===== src/design/dsd_pkg.sv =====
// ----------------------------------------------------------------------------
// dsd_pkg
// shared types, constants and the segment font for the decimal display framer
// ----------------------------------------------------------------------------
package dsd_pkg;

   localparam int NumberWidth = 16;
   localparam int ValueWidth  = 10;
   localparam int DigitCount  = 3;
   localparam int WordsPerNum = 12;
   localparam int CountWidth  = 4;

   localparam logic [ValueWidth-1:0] MAX_SHOWN       = 10'd999;
   localparam logic [7:0]            CMD_DATA_AUTOINC = 8'h40;
   localparam logic [7:0]            CMD_ADDRESS      = 8'hC0;
   localparam logic [7:0]            SEG_BLANK        = 8'h00;

   // reciprocal constants for the divide-by-100 and divide-by-10 steps
   localparam logic [15:0] RECIP_100 = 16'd41;   // value * 41 >> 12, value <= 999
   localparam logic [14:0] RECIP_10  = 15'd205;  // value * 205 >> 11, value <= 99

   typedef struct packed {
      logic [3:0] hund;
      logic [3:0] tens;
      logic [3:0] ones;
   } digits_type;

   typedef struct packed {
      logic [7:0] seg0;
      logic [7:0] seg1;
      logic [7:0] seg2;
   } segs_type;

   // common-cathode font, bit0..bit6 = segments a..g
   function automatic logic [7:0] seg_font(input logic [3:0] digit);
      logic [7:0] code;
      case (digit)
         4'd0: code = 8'h3F;
         4'd1: code = 8'h06;
         4'd2: code = 8'h5B;
         4'd3: code = 8'h4F;
         4'd4: code = 8'h66;
         4'd5: code = 8'h6D;
         4'd6: code = 8'h7D;
         4'd7: code = 8'h07;
         4'd8: code = 8'h7F;
         4'd9: code = 8'h6F;
         default: code = SEG_BLANK;
      endcase
      return code;
   endfunction

endpackage


===== src/design/dsd_req_if.sv =====
// ----------------------------------------------------------------------------
// dsd_req_if
// request channel: one number to show per word
// ----------------------------------------------------------------------------
interface dsd_req_if;
   logic                              valid;
   logic                              ready;
   logic [dsd_pkg::NumberWidth-1:0]   number;

   modport source (output valid, output number, input ready);
   modport sink   (input valid, input number, output ready);
endinterface


===== src/design/dsd_rsp_if.sv =====
// ----------------------------------------------------------------------------
// dsd_rsp_if
// response channel: one driver byte with its strobe framing per word
// ----------------------------------------------------------------------------
interface dsd_rsp_if;
   logic       valid;
   logic       ready;
   logic [7:0] data_byte;
   logic       frame_start;
   logic       frame_end;
   logic       last;

   modport source (output valid, output data_byte, output frame_start,
                   output frame_end, output last, input ready);
   modport sink   (input valid, input data_byte, input frame_start,
                   input frame_end, input last, output ready);
endinterface


===== src/design/dsd_digits.sv =====
// ----------------------------------------------------------------------------
// dsd_digits
// three-stage pipe: saturate, split off hundreds, split tens and units
// ----------------------------------------------------------------------------
module dsd_digits (
   input  logic                            clock,
   input  logic                            reset,
   input  logic                            in_valid,
   output logic                            in_ready,
   input  logic [dsd_pkg::NumberWidth-1:0] in_number,
   output logic                            out_valid,
   input  logic                            out_ready,
   output dsd_pkg::digits_type             out_digits
);

   logic                              v1_ff, v2_ff, v3_ff;
   logic                              adv1, adv2, adv3;
   logic [dsd_pkg::ValueWidth-1:0]    sat_ff, sat_in;
   logic [3:0]                        hund2_ff, hund2_in;
   logic [6:0]                        rem2_ff, rem2_in;
   dsd_pkg::digits_type               dig3_ff, dig3_in;

   logic [15:0]                       hund_prod;
   logic [9:0]                        hund_x100;
   logic [9:0]                        rem_full;
   logic [14:0]                       tens_prod;
   logic [3:0]                        tens_q;
   logic [6:0]                        tens_x10;
   logic [6:0]                        ones_full;

   assign adv3     = !v3_ff || out_ready;
   assign adv2     = !v2_ff || adv3;
   assign adv1     = !v1_ff || adv2;
   assign in_ready = adv1;

   // stage 1: clamp to the largest shown value
   always_comb begin
      if (in_number > {{(dsd_pkg::NumberWidth-dsd_pkg::ValueWidth){1'b0}},
                       dsd_pkg::MAX_SHOWN}) begin
         sat_in = dsd_pkg::MAX_SHOWN;
      end else begin
         sat_in = in_number[dsd_pkg::ValueWidth-1:0];
      end
   end

   // stage 2: hundreds by reciprocal multiply, remainder below 100
   always_comb begin
      hund_prod = {6'b0, sat_ff} * dsd_pkg::RECIP_100;
      hund2_in  = hund_prod[15:12];
      hund_x100 = {6'b0, hund2_in} * 10'd100;
      rem_full  = sat_ff - hund_x100;
      rem2_in   = rem_full[6:0];
   end

   // stage 3: tens and units
   always_comb begin
      tens_prod    = {8'b0, rem2_ff} * dsd_pkg::RECIP_10;
      tens_q       = tens_prod[14:11];
      tens_x10     = {3'b0, tens_q} * 7'd10;
      ones_full    = rem2_ff - tens_x10;
      dig3_in.hund = hund2_ff;
      dig3_in.tens = tens_q;
      dig3_in.ones = ones_full[3:0];
   end

   always_ff @(posedge clock) begin
      if (reset) begin
         v1_ff <= 1'b0;
         v2_ff <= 1'b0;
         v3_ff <= 1'b0;
      end else begin
         if (adv1) begin
            v1_ff <= in_valid;
         end
         if (adv2) begin
            v2_ff <= v1_ff;
         end
         if (adv3) begin
            v3_ff <= v2_ff;
         end
      end
   end

   always_ff @(posedge clock) begin
      if (adv1) begin
         sat_ff <= sat_in;
      end
      if (adv2) begin
         hund2_ff <= hund2_in;
         rem2_ff  <= rem2_in;
      end
      if (adv3) begin
         dig3_ff <= dig3_in;
      end
   end

   assign out_valid  = v3_ff;
   assign out_digits = dig3_ff;

   a_rem_range: assert property (@(posedge clock) disable iff (reset)
      v2_ff |-> (rem2_ff < 7'd100 && hund2_ff <= 4'd9))
      else $error("remainder or hundreds out of range");

   a_digit_range: assert property (@(posedge clock) disable iff (reset)
      v3_ff |-> (dig3_ff.tens <= 4'd9 && dig3_ff.ones <= 4'd9))
      else $error("tens or units digit out of range");

endmodule


===== src/design/dsd_font.sv =====
// ----------------------------------------------------------------------------
// dsd_font
// font lookup with leading-zero blanking, one register stage
// ----------------------------------------------------------------------------
module dsd_font (
   input  logic                clock,
   input  logic                reset,
   input  logic                in_valid,
   output logic                in_ready,
   input  dsd_pkg::digits_type in_digits,
   output logic                out_valid,
   input  logic                out_ready,
   output dsd_pkg::segs_type   out_segs
);

   logic              v_ff;
   dsd_pkg::segs_type segs_ff, segs_in;

   assign in_ready = !v_ff || out_ready;

   always_comb begin
      if (in_digits.hund == 4'd0) begin
         segs_in.seg0 = dsd_pkg::SEG_BLANK;
         segs_in.seg1 = (in_digits.tens == 4'd0) ? dsd_pkg::SEG_BLANK
                                                 : dsd_pkg::seg_font(in_digits.tens);
      end else begin
         segs_in.seg0 = dsd_pkg::seg_font(in_digits.hund);
         segs_in.seg1 = dsd_pkg::seg_font(in_digits.tens);
      end
      segs_in.seg2 = dsd_pkg::seg_font(in_digits.ones);
   end

   always_ff @(posedge clock) begin
      if (reset) begin
         v_ff <= 1'b0;
      end else if (in_ready) begin
         v_ff <= in_valid;
      end
   end

   always_ff @(posedge clock) begin
      if (in_ready) begin
         segs_ff <= segs_in;
      end
   end

   assign out_valid = v_ff;
   assign out_segs  = segs_ff;

endmodule


===== src/design/dsd_frame.sv =====
// ----------------------------------------------------------------------------
// dsd_frame
// word sequencer: twelve driver bytes per number, four per digit position
// ----------------------------------------------------------------------------
module dsd_frame (
   input  logic              clock,
   input  logic              reset,
   input  logic              in_valid,
   output logic              in_ready,
   input  dsd_pkg::segs_type in_segs,
   dsd_rsp_if.source         rsp_chan
);

   localparam logic [dsd_pkg::CountWidth-1:0] LastCount =
      dsd_pkg::CountWidth'(dsd_pkg::WordsPerNum - 1);

   logic                              busy_ff, busy_in;
   logic [dsd_pkg::CountWidth-1:0]    cnt_ff, cnt_in;
   dsd_pkg::segs_type                 segs_ff;
   logic                              rsp_fire;
   logic                              at_last;
   logic [1:0]                        pos;
   logic [1:0]                        sub;
   logic [7:0]                        seg_sel;

   assign rsp_fire = busy_ff && rsp_chan.ready;
   assign at_last  = (cnt_ff == LastCount);
   assign in_ready = !busy_ff || (rsp_fire && at_last);

   always_comb begin
      busy_in = busy_ff;
      cnt_in  = cnt_ff;
      if (rsp_fire) begin
         if (at_last) begin
            busy_in = 1'b0;
            cnt_in  = '0;
         end else begin
            cnt_in = cnt_ff + 1'b1;
         end
      end
      if (in_ready && in_valid) begin
         busy_in = 1'b1;
         cnt_in  = '0;
      end
   end

   always_ff @(posedge clock) begin
      if (reset) begin
         busy_ff <= 1'b0;
         cnt_ff  <= '0;
      end else begin
         busy_ff <= busy_in;
         cnt_ff  <= cnt_in;
      end
   end

   always_ff @(posedge clock) begin
      if (in_ready && in_valid) begin
         segs_ff <= in_segs;
      end
   end

   // position in the upper count bits, byte within the position in the lower
   assign pos = cnt_ff[3:2];
   assign sub = cnt_ff[1:0];

   always_comb begin
      case (pos)
         2'd0:    seg_sel = segs_ff.seg0;
         2'd1:    seg_sel = segs_ff.seg1;
         2'd2:    seg_sel = segs_ff.seg2;
         default: seg_sel = dsd_pkg::SEG_BLANK;
      endcase
   end

   always_comb begin
      rsp_chan.last = 1'b0;
      case (sub)
         2'd0: begin
            rsp_chan.data_byte   = dsd_pkg::CMD_DATA_AUTOINC;
            rsp_chan.frame_start = 1'b1;
            rsp_chan.frame_end   = 1'b1;
         end
         2'd1: begin
            rsp_chan.data_byte   = dsd_pkg::CMD_ADDRESS | {5'b0, pos, 1'b0};
            rsp_chan.frame_start = 1'b1;
            rsp_chan.frame_end   = 1'b0;
         end
         2'd2: begin
            rsp_chan.data_byte   = {4'h0, seg_sel[3:0]};
            rsp_chan.frame_start = 1'b0;
            rsp_chan.frame_end   = 1'b0;
         end
         default: begin
            rsp_chan.data_byte   = {4'h0, seg_sel[7:4]};
            rsp_chan.frame_start = 1'b0;
            rsp_chan.frame_end   = 1'b1;
            rsp_chan.last        = at_last;
         end
      endcase
   end

   assign rsp_chan.valid = busy_ff;

   a_count_step: assert property (@(posedge clock) disable iff (reset)
      (rsp_fire && !at_last) |=> (busy_ff && cnt_ff == $past(cnt_ff) + 1'b1))
      else $error("word counter did not step after a taken word");

   a_count_range: assert property (@(posedge clock) disable iff (reset)
      busy_ff |-> (cnt_ff <= LastCount))
      else $error("word counter beyond the last word");

endmodule


===== src/design/decimal_to_segment_display_frames.sv =====
// ----------------------------------------------------------------------------
// decimal_to_segment_display_frames
// three-digit decimal display byte stream for a seven-segment driver
// ----------------------------------------------------------------------------
// Each number taken on req_chan is clamped to 999, split into decimal digits,
// mapped to segment codes with leading zeros blanked, and sent on rsp_chan as
// twelve bytes: per digit position a data command frame and an address frame
// carrying the low and high segment nibbles. The result channel moves one
// word per cycle while rsp_chan.ready holds, and the last word of one number
// can be followed directly by the first word of the next. A number passes
// through the saturate, hundreds split, tens/units split and font stages,
// then the word sequencer, before its first word is offered. The next number
// is taken while the current one is still being sent and waits in the pipe.
// ----------------------------------------------------------------------------
module decimal_to_segment_display_frames (
   input  logic      clock,
   input  logic      reset,
   dsd_req_if.sink   req_chan,
   dsd_rsp_if.source rsp_chan
);

   logic                dig_valid, dig_ready;
   dsd_pkg::digits_type dig_data;
   logic                seg_valid, seg_ready;
   dsd_pkg::segs_type   seg_data;

   dsd_digits u_digits (
      .clock      (clock),
      .reset      (reset),
      .in_valid   (req_chan.valid),
      .in_ready   (req_chan.ready),
      .in_number  (req_chan.number),
      .out_valid  (dig_valid),
      .out_ready  (dig_ready),
      .out_digits (dig_data)
   );

   dsd_font u_font (
      .clock     (clock),
      .reset     (reset),
      .in_valid  (dig_valid),
      .in_ready  (dig_ready),
      .in_digits (dig_data),
      .out_valid (seg_valid),
      .out_ready (seg_ready),
      .out_segs  (seg_data)
   );

   dsd_frame u_frame (
      .clock    (clock),
      .reset    (reset),
      .in_valid (seg_valid),
      .in_ready (seg_ready),
      .in_segs  (seg_data),
      .rsp_chan (rsp_chan)
   );

endmodule

===== src/flat_wrapper.sv =====
// flat-port wrapper written by rule: the top's interface ports become plain ports
module decimal_to_segment_display_frames_flat 
  (clock, reset, req_chan_valid, req_chan_number, req_chan_ready, rsp_chan_valid, rsp_chan_data_byte, rsp_chan_frame_start, rsp_chan_frame_end, rsp_chan_last, rsp_chan_ready);
  dsd_req_if req_chan_i ();
  dsd_rsp_if rsp_chan_i ();
  input  logic clock;
  input  logic reset;
  input wire logic [$bits(req_chan_i.valid)-1:0] req_chan_valid;
  input wire logic [$bits(req_chan_i.number)-1:0] req_chan_number;
  output wire logic [$bits(req_chan_i.ready)-1:0] req_chan_ready;
  output wire logic [$bits(rsp_chan_i.valid)-1:0] rsp_chan_valid;
  output wire logic [$bits(rsp_chan_i.data_byte)-1:0] rsp_chan_data_byte;
  output wire logic [$bits(rsp_chan_i.frame_start)-1:0] rsp_chan_frame_start;
  output wire logic [$bits(rsp_chan_i.frame_end)-1:0] rsp_chan_frame_end;
  output wire logic [$bits(rsp_chan_i.last)-1:0] rsp_chan_last;
  input wire logic [$bits(rsp_chan_i.ready)-1:0] rsp_chan_ready;
  assign req_chan_i.valid = req_chan_valid;
  assign req_chan_i.number = req_chan_number;
  assign req_chan_ready = req_chan_i.ready;
  assign rsp_chan_valid = rsp_chan_i.valid;
  assign rsp_chan_data_byte = rsp_chan_i.data_byte;
  assign rsp_chan_frame_start = rsp_chan_i.frame_start;
  assign rsp_chan_frame_end = rsp_chan_i.frame_end;
  assign rsp_chan_last = rsp_chan_i.last;
  assign rsp_chan_i.ready = rsp_chan_ready;
  decimal_to_segment_display_frames u_core (.clock(clock), .reset(reset), .req_chan(req_chan_i), .rsp_chan(rsp_chan_i));
endmodule

===== config.mk =====
export PLATFORM = sky130hd
export DESIGN_NAME = decimal_to_segment_display_frames_flat
export DESIGN_NICKNAME = d
export VERILOG_FILES = /design/src/design/dsd_pkg.sv /design/src/design/dsd_req_if.sv /design/src/design/dsd_rsp_if.sv /design/src/design/dsd_digits.sv /design/src/design/dsd_font.sv /design/src/design/dsd_frame.sv /design/src/design/decimal_to_segment_display_frames.sv /design/src/flat_wrapper.sv
export SDC_FILE = /design/constraint.sdc
export NUM_CORES = 1
export LEC_CHECK = 0
export BUFFER_PORTS_ARGS = -buffer_cell sky130_fd_sc_hd__buf_2
export CAP_MARGIN = 40
export CORE_ASPECT_RATIO = 1.25
export CORE_UTILIZATION = 58
export DETAILED_ROUTE_END_ITERATION = 10
export PLACE_DENSITY = 0.85
export SLEW_MARGIN = 15
export SYNTH_ARGS = -nofsm -noshare
export SYNTH_HDL_FRONTEND = slang
export SYNTH_SLANG_ARGS = --single-unit

===== constraint.sdc =====
create_clock -name clock -period 5 [get_ports clock]
set_clock_uncertainty 0.2 [all_clocks]
set_input_delay 0.75 -clock clock [delete_from_list [all_inputs] [get_ports clock]]
set_output_delay 0.75 -clock clock [all_outputs]
set_load 0.01 [all_outputs]

; After elaboration in Yosys (flattened, before gate mapping)
; Memory sizes are Yosys's and may differ from the RTL's. A register that Yosys moved wholly into a read port is not among the register bits.
; Cells that the tools add are included.
[word_totals]
out_inout_bits = 13
word_cells = 72
mem_bits_rw = 0
rom_bits = 448
register_bits = 90
latchBits = 0
inputBits = 20
n_memories = 4
[classes]
muxes = 13
multipliers = 4
bitwise_logic = 0
div_mod_pow = 0
eq_ne = 5
n_reduce_logical = 24
order_cmp = 1
addsub = 3
shifts = 0
[mem_list]
columns = memory, words, width, read_ports, rd_ports_with_merged_regs, write_ports, line
row1 = (no name shown), 16, 7, 1, 1, 0, dsd_pkg.sv:37  ; case (digit)
row2 = (no name shown), 16, 7, 1, 1, 0, dsd_pkg.sv:37
row3 = (no name shown), 16, 7, 1, 1, 0, dsd_pkg.sv:37
row4 = (no name shown), 16, 7, 1, 1, 0, dsd_pkg.sv:37
[ops]
columns = operator, n
row1 = 8-bit one-hot mux with 3 select lines, 2
row2 = 16-bit by 10-bit > comparator with 1-bit output (second input constant), 1
row3 = 10-bit by 6-bit multiplier with 16-bit output (second input constant), 1
row4 = 8-bit two-way mux, 2
row5 = 7-bit by 8-bit multiplier with 15-bit output (second input constant), 1
row6 = 4-bit two-way mux, 3
row7 = 4-bit logical NOT, 2
row8 = 7-bit subtractor, 1
row9 = 1-bit two-way mux, 6
row10 = 2-bit OR reduction, 3
row11 = 1-bit logical NOT, 5
row12 = 1-bit logical OR, 5
row13 = 4-bit by 5-bit multiplier with 5-bit output (second input constant), 1
row14 = 4-bit by 1-bit adder with 4-bit output (second input constant), 1
row15 = 2-bit by 1-bit == test with 1-bit output (second input constant), 2
row16 = 2-bit == test (second input constant), 2
row17 = 4-bit == test (second input constant), 1
row18 = 2-bit logical NOT, 2
row19 = 4-bit by 3-bit multiplier with 3-bit output (second input constant), 1
row20 = 2-bit nonzero test, 2
row21 = 4-bit subtractor, 1
row22 = 1-bit logical AND, 3
row23 = 3-bit OR reduction, 1
row24 = 2-bit AND reduction, 1

; Logic depth before layout (Yosys ltp)
; Gate-level depths: netlist of the first run.
[logic_depth]
depth_word = 7
ltp_mapped = 19
depth_no_buf = 18

; Hierarchy
; From an unflattened synthesis of the first run, not the netlist that was laid out.
[unflattened]
cells_unflattened = 455
area_unflattened_um2 = 5576.6
[modules_own_cells]
columns = mod, area_per_inst_um2, n_inst, seq_area_each_um2, cells_each
row1 = dsd_digits, 2925.3, 1, 1051.0, 235
row2 = dsd_frame, 1336.3, 1, 820.8, 100
row3 = dsd_font, 1315.0, 1, 650.6, 120

; Least setup slack after synthesis of the first run
; Ideal clock, no wire load.
[synth_timing]
kind = reg2reg
from = reg u_core.u_digits.rem2_ff[4]
to = reg with a tool-made name
path_buffers = 0
arrival_time_ns = 4.153
setup_time_ns = 0.064
slack_ns = 0.584
required_time_ns = 4.736
period_less_slack_ns = 4.416
stages_incl_launch_ff = 17
path_cell_list = edfxtp_1 ha_1 fa_1 ha_1 inv_1 fa_1 inv_1 ha_1 and3_1 a41oi_2 nand2_1 a31o_2 a21oi_1 inv_1 ha_1 or3_1 nand3_1
[synth_lines]
columns = element, line
row1 = start: declaration, dsd_digits.sv:20  ; logic [6:0] rem2_ff, rem2_in;
row2 = start signal: assignment, dsd_digits.sv:90  ; rem2_ff <= rem2_in;

; Worst setup path after layout of the first run
[layout_timing]
from = reg u_core.u_digits.sat_ff[4] (netlist bit)
to = reg u_core.u_digits.rem2_ff[6] (data pin)
[layout_via]
elab_chain_cells = 3
[layout_rtl]
columns = element, line
row1 = start: declaration, dsd_digits.sv:18  ; logic [dsd_pkg::ValueWidth-1:0] sat_ff, sat_in;
row2 = start signal: assignment, dsd_digits.sv:86  ; sat_ff <= sat_in;
row3 = 10-bit by 6-bit multiplier with 16-bit output, dsd_digits.sv:48  ; hund_prod = {6'b0, sat_ff} * dsd_pkg::RECIP_100;
row4 = via u_core.u_digits.hund_prod[15], dsd_digits.sv:23  ; logic [15:0] hund_prod;
row5 = 4-bit by 5-bit multiplier with 5-bit output, dsd_digits.sv:50  ; hund_x100 = {6'b0, hund2_in} * 10'd100;
row6 = 7-bit subtractor, dsd_digits.sv:51  ; rem_full = sat_ff - hund_x100;
row7 = via u_core.u_digits.rem_full[6], dsd_digits.sv:25  ; logic [9:0] rem_full;
; The timed path passes the listed nets, and every way through them passes these cells.
; A chain may end at the register's enable or synchronous reset.

==> results.md, run 1 <==
STA:
- The max-slew headroom at the worst pin is 58.74%.
- At the pin with the least slew margin, the transition time is 618.0 ps.
- Subtracting the final worst setup slack from the clock period gives 4739 ps.
- The number of max-slew violations in the final report is 0.
- Across all setup checks in the final design, the least slack found is 261.2 ps.
- Summed over all failing endpoints, the final setup total negative slack is 0 ps.
- The maximum clock frequency is 211.0 MHz.
- Setup repair after global routing left no endpoint under its margin.
- The total count of hold-check failures in the final report was 0.
- Setup violations remaining at the end of the flow were counted as 0.
- In the finished design, the share of the clock period the worst path needs comes to 94.78%.

Setup path:
- STA classifies the critical path endpoint as a flip-flop.
- Measured in cells, the most critical reg-to-reg path has a length of 17.
- In this run the critical register-to-register path is launched from u_core.u_digits.sat_ff[4].
- The type of the setup path with the least slack is reg -> reg.
- Data on the critical path arrives at its endpoint at 4610 ps.
- The worst reg2reg path endpoint is u_core.u_digits.rem2_ff[6].
- At the worst endpoint, the required time is 4870 ps.
- For flop-to-flop paths, the worst setup slack is 260 ps.
- The maximum fanout along the worst path is 4.
- The worst setup path is launched from a flip-flop.

Power and ir drop:
- Dividing total power by cell area gives a power density of 662.9 mW/mm^2.
- For this design the static power due to leakage is 2.724 nW.
- The total power is 4.225 mW.
- The largest voltage drop on the vdd net is 0.5294 mV.

Synth:
- Synthesis inferred 91 register bits.
- The count of flip-flops with a built-in enable after synthesis is 75.
- The mean instance size in the synthesized netlist is 11.71 um^2.
- The cell type with the largest total area after synthesis is sky130_fd_sc_hd__edfxtp_1.
- The combined area of all synthesized cells is 0.005762 mm^2.
- The number of distinct library cells after synthesis is 58.
- The share of synthesized area in the top cell type comes to 39.09%.
- In the synthesized netlist the dominant register cell turns out to be sky130_fd_sc_hd__edfxtp_1.
- In the post-synthesis netlist, the biggest area contributors are sky130_fd_sc_hd__edfxtp_1 (39%), sky130_fd_sc_hd__ha_1 (21%), sky130_fd_sc_hd__dfxtp_1 (5.6%).
- The share of synthesized registers carrying an async set or reset is 0%.
- Counting every instance in the synthesized netlist gives 492.
- The sequential cell area fraction in the yosys report is 44.65%.
- The synthesis warning total is 0.

Clock network:
- The post-CTS setup-driven buffer insertion count is 0.
- The count of hold buffers inserted by post-cts repair is 0.
- Counting along the longest clock path gives a buffer depth of 2.
- The clock transition at the registers of the reported paths is 60 ps.
- CTS saw 91 sinks.
- The library cell used as clock root buffer is sky130_fd_sc_hd__clkbuf_16.
- TritonCTS built the clock tree.
- For the worst-skew pair, the clock arrives at the later sink with an insertion delay of 330 ps.
- The H-tree was split into 3 levels.
- The number of gates resized after CTS was 0.
- TritonCTS created 9 clock buffers.

Die:
- The initialized floorplan defines 40 standard-cell rows.
- The region available for standard cell placement spans 0.009609 mm^2.
- For this configuration, the core starts out at a cell density of 59.96%.
- The floorplan step set the die height to 113.4 um.
- The floorplan step defined a die boundary enclosing 0.01034 mm^2.
- The number of top-level design ports is 33.
- The die is 91.15 um wide.

Placement:
- The congestion estimate from routability-driven global placement came to 0.8686.
- The count of buffers added on input and output ports is 30.
- Timing analysis after detailed placement gives a worst setup slack of 214.0 ps.
- Summed over all nets, the half-perimeter wirelength after detailed placement is 7847 um.

Hold path:
- The hold path depth is 0.
- The type of the most critical hold path is reg -> reg.
- The hold path endpoint is u_core.u_frame.segs_ff[11].
- The startpoint of the lowest-slack hold path is u_core.u_font.out_segs[11].

Route:
- After the first detailed-routing iteration, the DRC count stood at 119.
- The detailed-routing iteration count for the pre-antenna-repair pass is 4.
- The final routed wirelength across all metal layers is 9889 um.
- The number of vias in the routed layout is 3694.
- The number of nets with antenna violations after routing is 0.
- The routed wire length per instance is 15.01 um.
- Using the TritonRoute via totals, the vias-per-cell ratio works out to 5.605.
- In the routed design, unresolved DRC markers number 0.

Finish:
- The diode insertion count for antenna repair is 0.
- The sequential cell area in the final layout is 0.002572 mm^2.
- From synthesis to final layout, the design area changed by 10.62%.
- Fill cells in the final layout number 720.
- Summing all multi-input logic gate instances after layout gives 0.002939 mm^2.
- In the final design database the tool counted 658 nets.
- The post-route netlist has 12.95% of its cells at a drive strength greater than 1.

GRT:
- The initial antenna violation count is 0.
- The pin count of the biggest net entering global routing is 21.
- The first global-routing pass estimated 16690 um of wire.
- The via count of the first global-routing pass is 3872.
- The global route total overflow is 0.
- The global-route usage over all layers is 20.90%.

Run status:
- The flow ran to the end, and the final reports show no timing, DRC or antenna violations.

Run:
- The count of maximum capacitance violations is 0.
Yosys cell counts, types with 8 or more instances:
master and number:
sky130_fd_sc_hd__nor2_1 25, sky130_fd_sc_hd__fa_1 13, sky130_fd_sc_hd__o22ai_1 10, sky130_fd_sc_hd__mux2i_1 11
sky130_fd_sc_hd__edfxtp_1 75, sky130_fd_sc_hd__a21oi_1 25, sky130_fd_sc_hd__nand2_1 22, sky130_fd_sc_hd__and2_1 10
sky130_fd_sc_hd__ha_1 97, sky130_fd_sc_hd__dfxtp_1 16, sky130_fd_sc_hd__inv_1 50, sky130_fd_sc_hd__nand3_1 8
sky130_fd_sc_hd__o21ai_0 22, sky130_fd_sc_hd__xnor2_1 16
cell usage in the layout, fill, tap and decap left out, drive strengths merged, types with 11 or more instances in the layout:
cell and count:
xnor2 16, o21ai 26, dfxtp 16, ha 97
clkbuf 11, a21oi 25, edfxtp 75, mux2i 11
inv 52, buf 35, nand2 22, nor2 25
fa 13
critical path: stages (launching register included):
cell                       delay [ps]
sky130_fd_sc_hd__edfxtp_1         470
sky130_fd_sc_hd__ha_1             350
sky130_fd_sc_hd__fa_1             470
sky130_fd_sc_hd__ha_1             330
sky130_fd_sc_hd__ha_1             240
sky130_fd_sc_hd__a311oi_1         280
sky130_fd_sc_hd__nor2_1            80
sky130_fd_sc_hd__o21ai_0          390
sky130_fd_sc_hd__o21ai_0          150
sky130_fd_sc_hd__a21oi_1          220
sky130_fd_sc_hd__xnor2_1          120
sky130_fd_sc_hd__ha_1             280
sky130_fd_sc_hd__inv_1             40
sky130_fd_sc_hd__ha_1             300
sky130_fd_sc_hd__a21oi_1          180
sky130_fd_sc_hd__xnor2_1          150
sky130_fd_sc_hd__xnor2_1           90
sky130_fd_sc_hd__xor2_1           150
where the power goes:
group | switching (mW) | internal, mW | total (mW)
registers | 0.0787 | 1.09 | 1.17
logic | 1.30 | 1.07 | 2.38
clock network | 0.272 | 0.403 | 0.676
total | 1.66 | 2.57 | 4.22
cell type report:
class | count | share of cell area, %
multi-input combinational | 340 | 46.11
clock buffer | 11 | 3.808
sequential | 91 | 40.36
inverter | 51 | 3.082
tap | 126 | 2.473
clock inverter | 5 | 0.9815
timing repair buffer | 35 | 3.180
flip-flops by register name (all words and copies together), names as in the netlist, named ones only:
signal	cells
u_core.u_digits.v1_ff	1
u_core.u_digits.out_digits	12
u_core.u_frame.segs_ff	21
u_core.u_digits.out_valid	1
u_core.u_digits.v2_ff	1
u_core.u_font.out_segs	21
u_core.u_frame.rsp_chan.valid	1
u_core.u_frame.cnt_ff	4
u_core.u_digits.sat_ff	10
u_core.u_digits.rem2_ff	7
u_core.u_font.out_valid	1
u_core.u_digits.hund2_ff	4
logic make-up (layout without fill, tap and decap cells):
family          Yosys count  in the layout  share of synthesized area (%)
fa+ha+maj               110            110                          25.58
compound gates           87             87                          9.729
buf+inv                  62            102                          4.538
mux                      13             13                          2.302
xor+xnor                 21             21                          3.192
simple gates            107            107                          9.946
other cells               1              2                        0.06508
flops                    91             91                          44.65
layer usage:
| layer | GRT usage (%) | vias up | part of all wire (%) |
|---|---|---|---|
| met5 | 0 | - | 0 |
| met4 | 12.91 | 0 | 4.4 |
| met3 | 3.867 | 30 | 3.0 |
| met2 | 40.61 | 79 | 55 |
| met1 | 20.15 | 1755 | 38 |
| li1 | - | 1830 | - |
through the flow:
step | area (um^2) | hold WS, ps | util (%) | std cells
floorplan | 5766 | 200.3 | - | 493
global placement | 6035 | 200.7 | 62.80 | 641
detailed placement | 6065 | 204.5 | 63.11 | 643
CTS | 6370 | 215.5 | 66.29 | 659
global route | 6374 | 224.1 | 66.33 | 659
finish | 6374 | 216.7 | 66.33 | 659
how the worst max path moves through the flow:
stage | cells past startpoint | slack (ps) | to | from
after floorplan | 16 | 580 | flip-flop | u_core.u_digits.rem2_ff[4]
after global placement | 16 | 300 | flip-flop | u_core.u_digits.rem2_ff[4]
after detailed placement | 14 | 210 | flip-flop | u_core.u_digits.rem2_ff[1]
after CTS | 15 | 160 | flip-flop | u_core.u_digits.rem2_ff[6]
after global routing | 17 | 30 | u_core.u_digits.rem2_ff[6] | u_core.u_digits.sat_ff[6]
final | 17 | 260 | u_core.u_digits.rem2_ff[6] | u_core.u_digits.sat_ff[4]
Note: power is estimated with default switching activity, not from simulation.
==> inputs of run 2 (changes only) <==
CORE_UTILIZATION = 50   (was 58)
PLACE_DENSITY = 0.76   (was 0.85)
RECOVER_POWER = 25   (was unset)
==> run 2 against run 1 <==
  * The flow now finishes with violations (design-rule violations)
  * Sequential cell count is the same
  * Sequential share of layout area barely moved
  * Register-to-register slack improved by 80 ps
  * Final area about the same
  * First-iteration DRC count grew 9.2%
  * Critical path depth is the same
  * Count of clock-buffer cells in the layout shrank 2
  * Critical endpoint unchanged
  * Largest power group unchanged
  * Highest routed layer unchanged
==> results.md, run 2 (same netlist as run 1, synthesis figures left out) <==
Route:
- The count of routing violations after the opening detailed-route iteration came to 130 (was 119).
- The final routed wirelength across all metal layers is 9648 um (was 9889 um).
- The routed wire length per instance came to 14.44 um (was 15.01 um).
- The post-detailed-route DRC marker count is 4 (was 0).
- The number of nets with antenna violations after routing is 0 (unchanged).
- The detailed-routing iteration count for the pre-antenna-repair pass is 7 (was 4).
- The number of vias in the routed layout is 3644 (was 3694).
- The via density per instance is 5.455 (was 5.605).

Placement:
- The pre-CTS setup slack is 276.9 ps (was 214.0 ps).
- The HPWL after detailed placement was 7669 um (was 7847 um).
- The instance count after placement with tap cells included is 652 (was 643).
- The final weighted congestion in routability-driven placement is 0.8996 (was 0.8686).
- The number of port buffers is 30 (unchanged).

Clock network:
- The library cell used as clock root buffer is sky130_fd_sc_hd__clkbuf_16 (unchanged).
- The CTS tree was yes (unchanged).
- The post-CTS setup-driven buffer insertion count is 0 (unchanged).
- The maximum number of buffers from clock root to sink is 2 (unchanged).
- The TritonCTS buffer count is 9 (unchanged).
- The number of sinks on the clock net is 91 (unchanged).
- The source-to-sink clock delay at the later pin of the worst-skew pair is 340 ps (was 330 ps).
- The post-cts gate resize count is 0 (unchanged).
- The H-tree depth reported by CTS came to 3 (unchanged).
- The clock transition at the registers of the reported paths came to 70 ps (was 60 ps).
- The count of hold buffers inserted by post-cts repair came to 0 (unchanged).

STA:
- The total negative slack for setup checks is 0 ps (unchanged).
- Setup repair after global routing missed its margin: false (unchanged).
- The final worst-path cycle share is 93.15% (was 94.78%).
- The number of max-slew violations in the final report is 0 (unchanged).
- The max-slew headroom at the worst pin is 48.09% (was 58.74%).
- The slew at the pin closest to its max-slew limit came to 777.1 ps (was 618.0 ps).
- The maximum clock frequency is 214.7 MHz (was 211.0 MHz).
- The final count of negative-setup-slack endpoints is 0 (unchanged).
- The slack of the critical path is 342.6 ps (was 261.2 ps).
- The shortest clock period the worst path allows after layout is 4657 ps (was 4739 ps).
- The total count of hold-check failures in the final report is 0 (unchanged).

Setup path:
- The kind of cell with the highest combined delay on the critical path was adder cells (unchanged).
- The type of the setup path with the least slack is reg -> reg (unchanged).
- The most repeated library cell on the critical path is sky130_fd_sc_hd__ha_1 (unchanged).
- The critical path's slowest cell is sky130_fd_sc_hd__edfxtp_1 (unchanged).
- The maximum fanout along the worst path is 5 (was 4).
- Chain of cells forming the critical path: ha_1, fa_1, ha_1, ha_1, a311oi_1, nor2_1, o21ai_1, o21ai_0, a21oi_1, xnor2_1, ha_1, inv_1, ha_1, a21oi_1, xnor2_1, xnor2_1, xor2_1 (was ha_1, fa_1, ha_1, ha_1, a311oi_1, nor2_1, o21ai_0, o21ai_0, a21oi_1, xnor2_1, ha_1, inv_1, ha_1, a21oi_1, xnor2_1, xnor2_1, xor2_1).
- The kind of launch point of the worst setup path was a flip-flop (unchanged).
- The data arrival time of the critical path is 4530 ps (was 4610 ps).
- The number of buffers and inverters on the critical path came to 1 (unchanged).
- The data required time at the worst endpoint is 4870 ps (about the same).
- The kind of capture point of the worst setup path was a flip-flop (unchanged).
- The maximum cell stage delay along the critical path is 470 ps (about the same).

Finish:
- The total area of multi-input combinational cells was 0.002939 mm^2 (unchanged).
- The most common cell after layout, fill and taps aside is sky130_fd_sc_hd__ha_1 (unchanged).
- The layout cell share with drive strength beyond 1 was 13.13% (was 12.95%).
- The number of cells in the finished layout apart from fillers is 668 (was 659).
- The diode insertion count for antenna repair was 0 (unchanged).
- The synthesis-to-finish area growth is 10.58% (was 10.62%).
- The number of nets in the layout is 658 (unchanged).
- Highest-count cells in the layout ignoring fill and taps: sky130_fd_sc_hd__ha_1 (97), sky130_fd_sc_hd__edfxtp_1 (75), sky130_fd_sc_hd__inv_1 (50) (unchanged).
- The count of filler cells inserted in the layout is 873 (was 720).
- The sequential cell area in the final layout is 0.002572 mm^2 (unchanged).

Power and ir drop:
- The cell-internal power was 2.522 mW (was 2.569 mW).
- The fraction of power spent switching nets came to 39.79% (was 39.18%).
- The total leakage power came to 2.720 nW (was 2.724 nW).
- The part of the total power dissipated in combinational logic was 56.6% (was 56.3%).
- The switching power is 1.667 mW (was 1.656 mW).
- The total power divided by cell area came to 657.5 mW/mm^2 (was 662.9 mW/mm^2).
- The largest voltage drop on the vdd net came to 0.3527 mV (was 0.5294 mV).
- The register share of total power came to 27.9% (was 27.7%).
- The part of the total power dissipated in the clock network was 15.5% (was 16.0%).

GRT:
- The via count of the first global-routing pass is 3790 (was 3872).
- The first-pass GRT wire length is 16590 um (was 16690 um).
- The global-route usage over all layers is 17.91% (was 20.90%).
- The initial antenna violation count is 0 (unchanged).
- The pin count of the biggest net entering global routing is 21 (unchanged).
- The global route total overflow is 0 (unchanged).

Die:
- The core area was 0.01114 mm^2 (was 0.009609 mm^2).
- The number of top-level design ports is 33 (unchanged).
- The total die area came to 0.01196 mm^2 (was 0.01034 mm^2).
- The die outline height is 122.0 um (was 113.4 um).
- The number of rows in the core area came to 43 (was 40).
- The horizontal die dimension was 98.02 um (was 91.15 um).
- The starting density of the core is 51.74% (was 59.96%).

Hold path:
- The type of the most critical hold path was reg -> reg (unchanged).

Run status:
- The checks that failed: design-rule violations.
- Run status: finished, violations left (was completed).

Run:
- The count of maximum capacitance violations is 0 (unchanged).
==> run 2: final cells by class <==
| cell class | instances | area share, % |
|---|---|---|
| Inverter | 51 | 3.083 |
| Tap cell | 135 | 2.651 |
| Clock buffer | 9 | 3.535 |
| Sequential cell | 91 | 40.38 |
| Multi-Input combinational cell | 340 | 46.13 |
| Clock inverter | 7 | 1.100 |
| Timing Repair Buffer | 35 | 3.123 |
==> run 2: routing by layer <==
layer | GRT usage [%] | wire [um]
met1 | 17.53 | 3638
met2 | 36.05 | 5475
met3 | 3.787 | 258
met4 | 7.102 | 275
met5 | 0 | 0
==> run 2: final timing paths <==
check	start	to	slack, ps	cells after the start
worst max-delay path	u_core.u_digits.sat_ff[3]	u_core.u_digits.rem2_ff[6]	340	17
worst max register to register	u_core.u_digits.sat_ff[3]	u_core.u_digits.rem2_ff[6]	340	17
worst min register to register	u_core.u_digits.hund2_ff[3]	u_core.u_digits.out_digits[11]	210	0
worst min-delay path	u_core.u_digits.hund2_ff[3]	u_core.u_digits.out_digits[11]	210	0
==> run 2: through the flow <==
stage | utilization (%) | power, mW | cell area [um^2] | hold WS, ps
detailed placement | 54.52 | 3.530 | 6072 | 204.5
finish | 57.21 | 4.189 | 6371 | 213.1
CTS | 57.17 | 4.197 | 6367 | 216.8
floorplan | - | 3.016 | 5766 | 200.3
global placement | 54.29 | 3.411 | 6046 | 201.7
global route | 57.21 | 4.582 | 6371 | 222.7
==> run 2: power by group through the flow <==
| stage | combinational, mW | sequential, mW | clock (mW) |
|---|---|---|---|
| after global placement | 2.23 | 1.18 | 0 |
| after floorplan | 1.87 | 1.15 | 0 |
| final | 2.37 | 1.17 | 0.649 |
| after global routing | 2.70 | 1.18 | 0.696 |
| after CTS | 2.37 | 1.17 | 0.659 |
| after detailed placement | 2.35 | 1.18 | 0 |
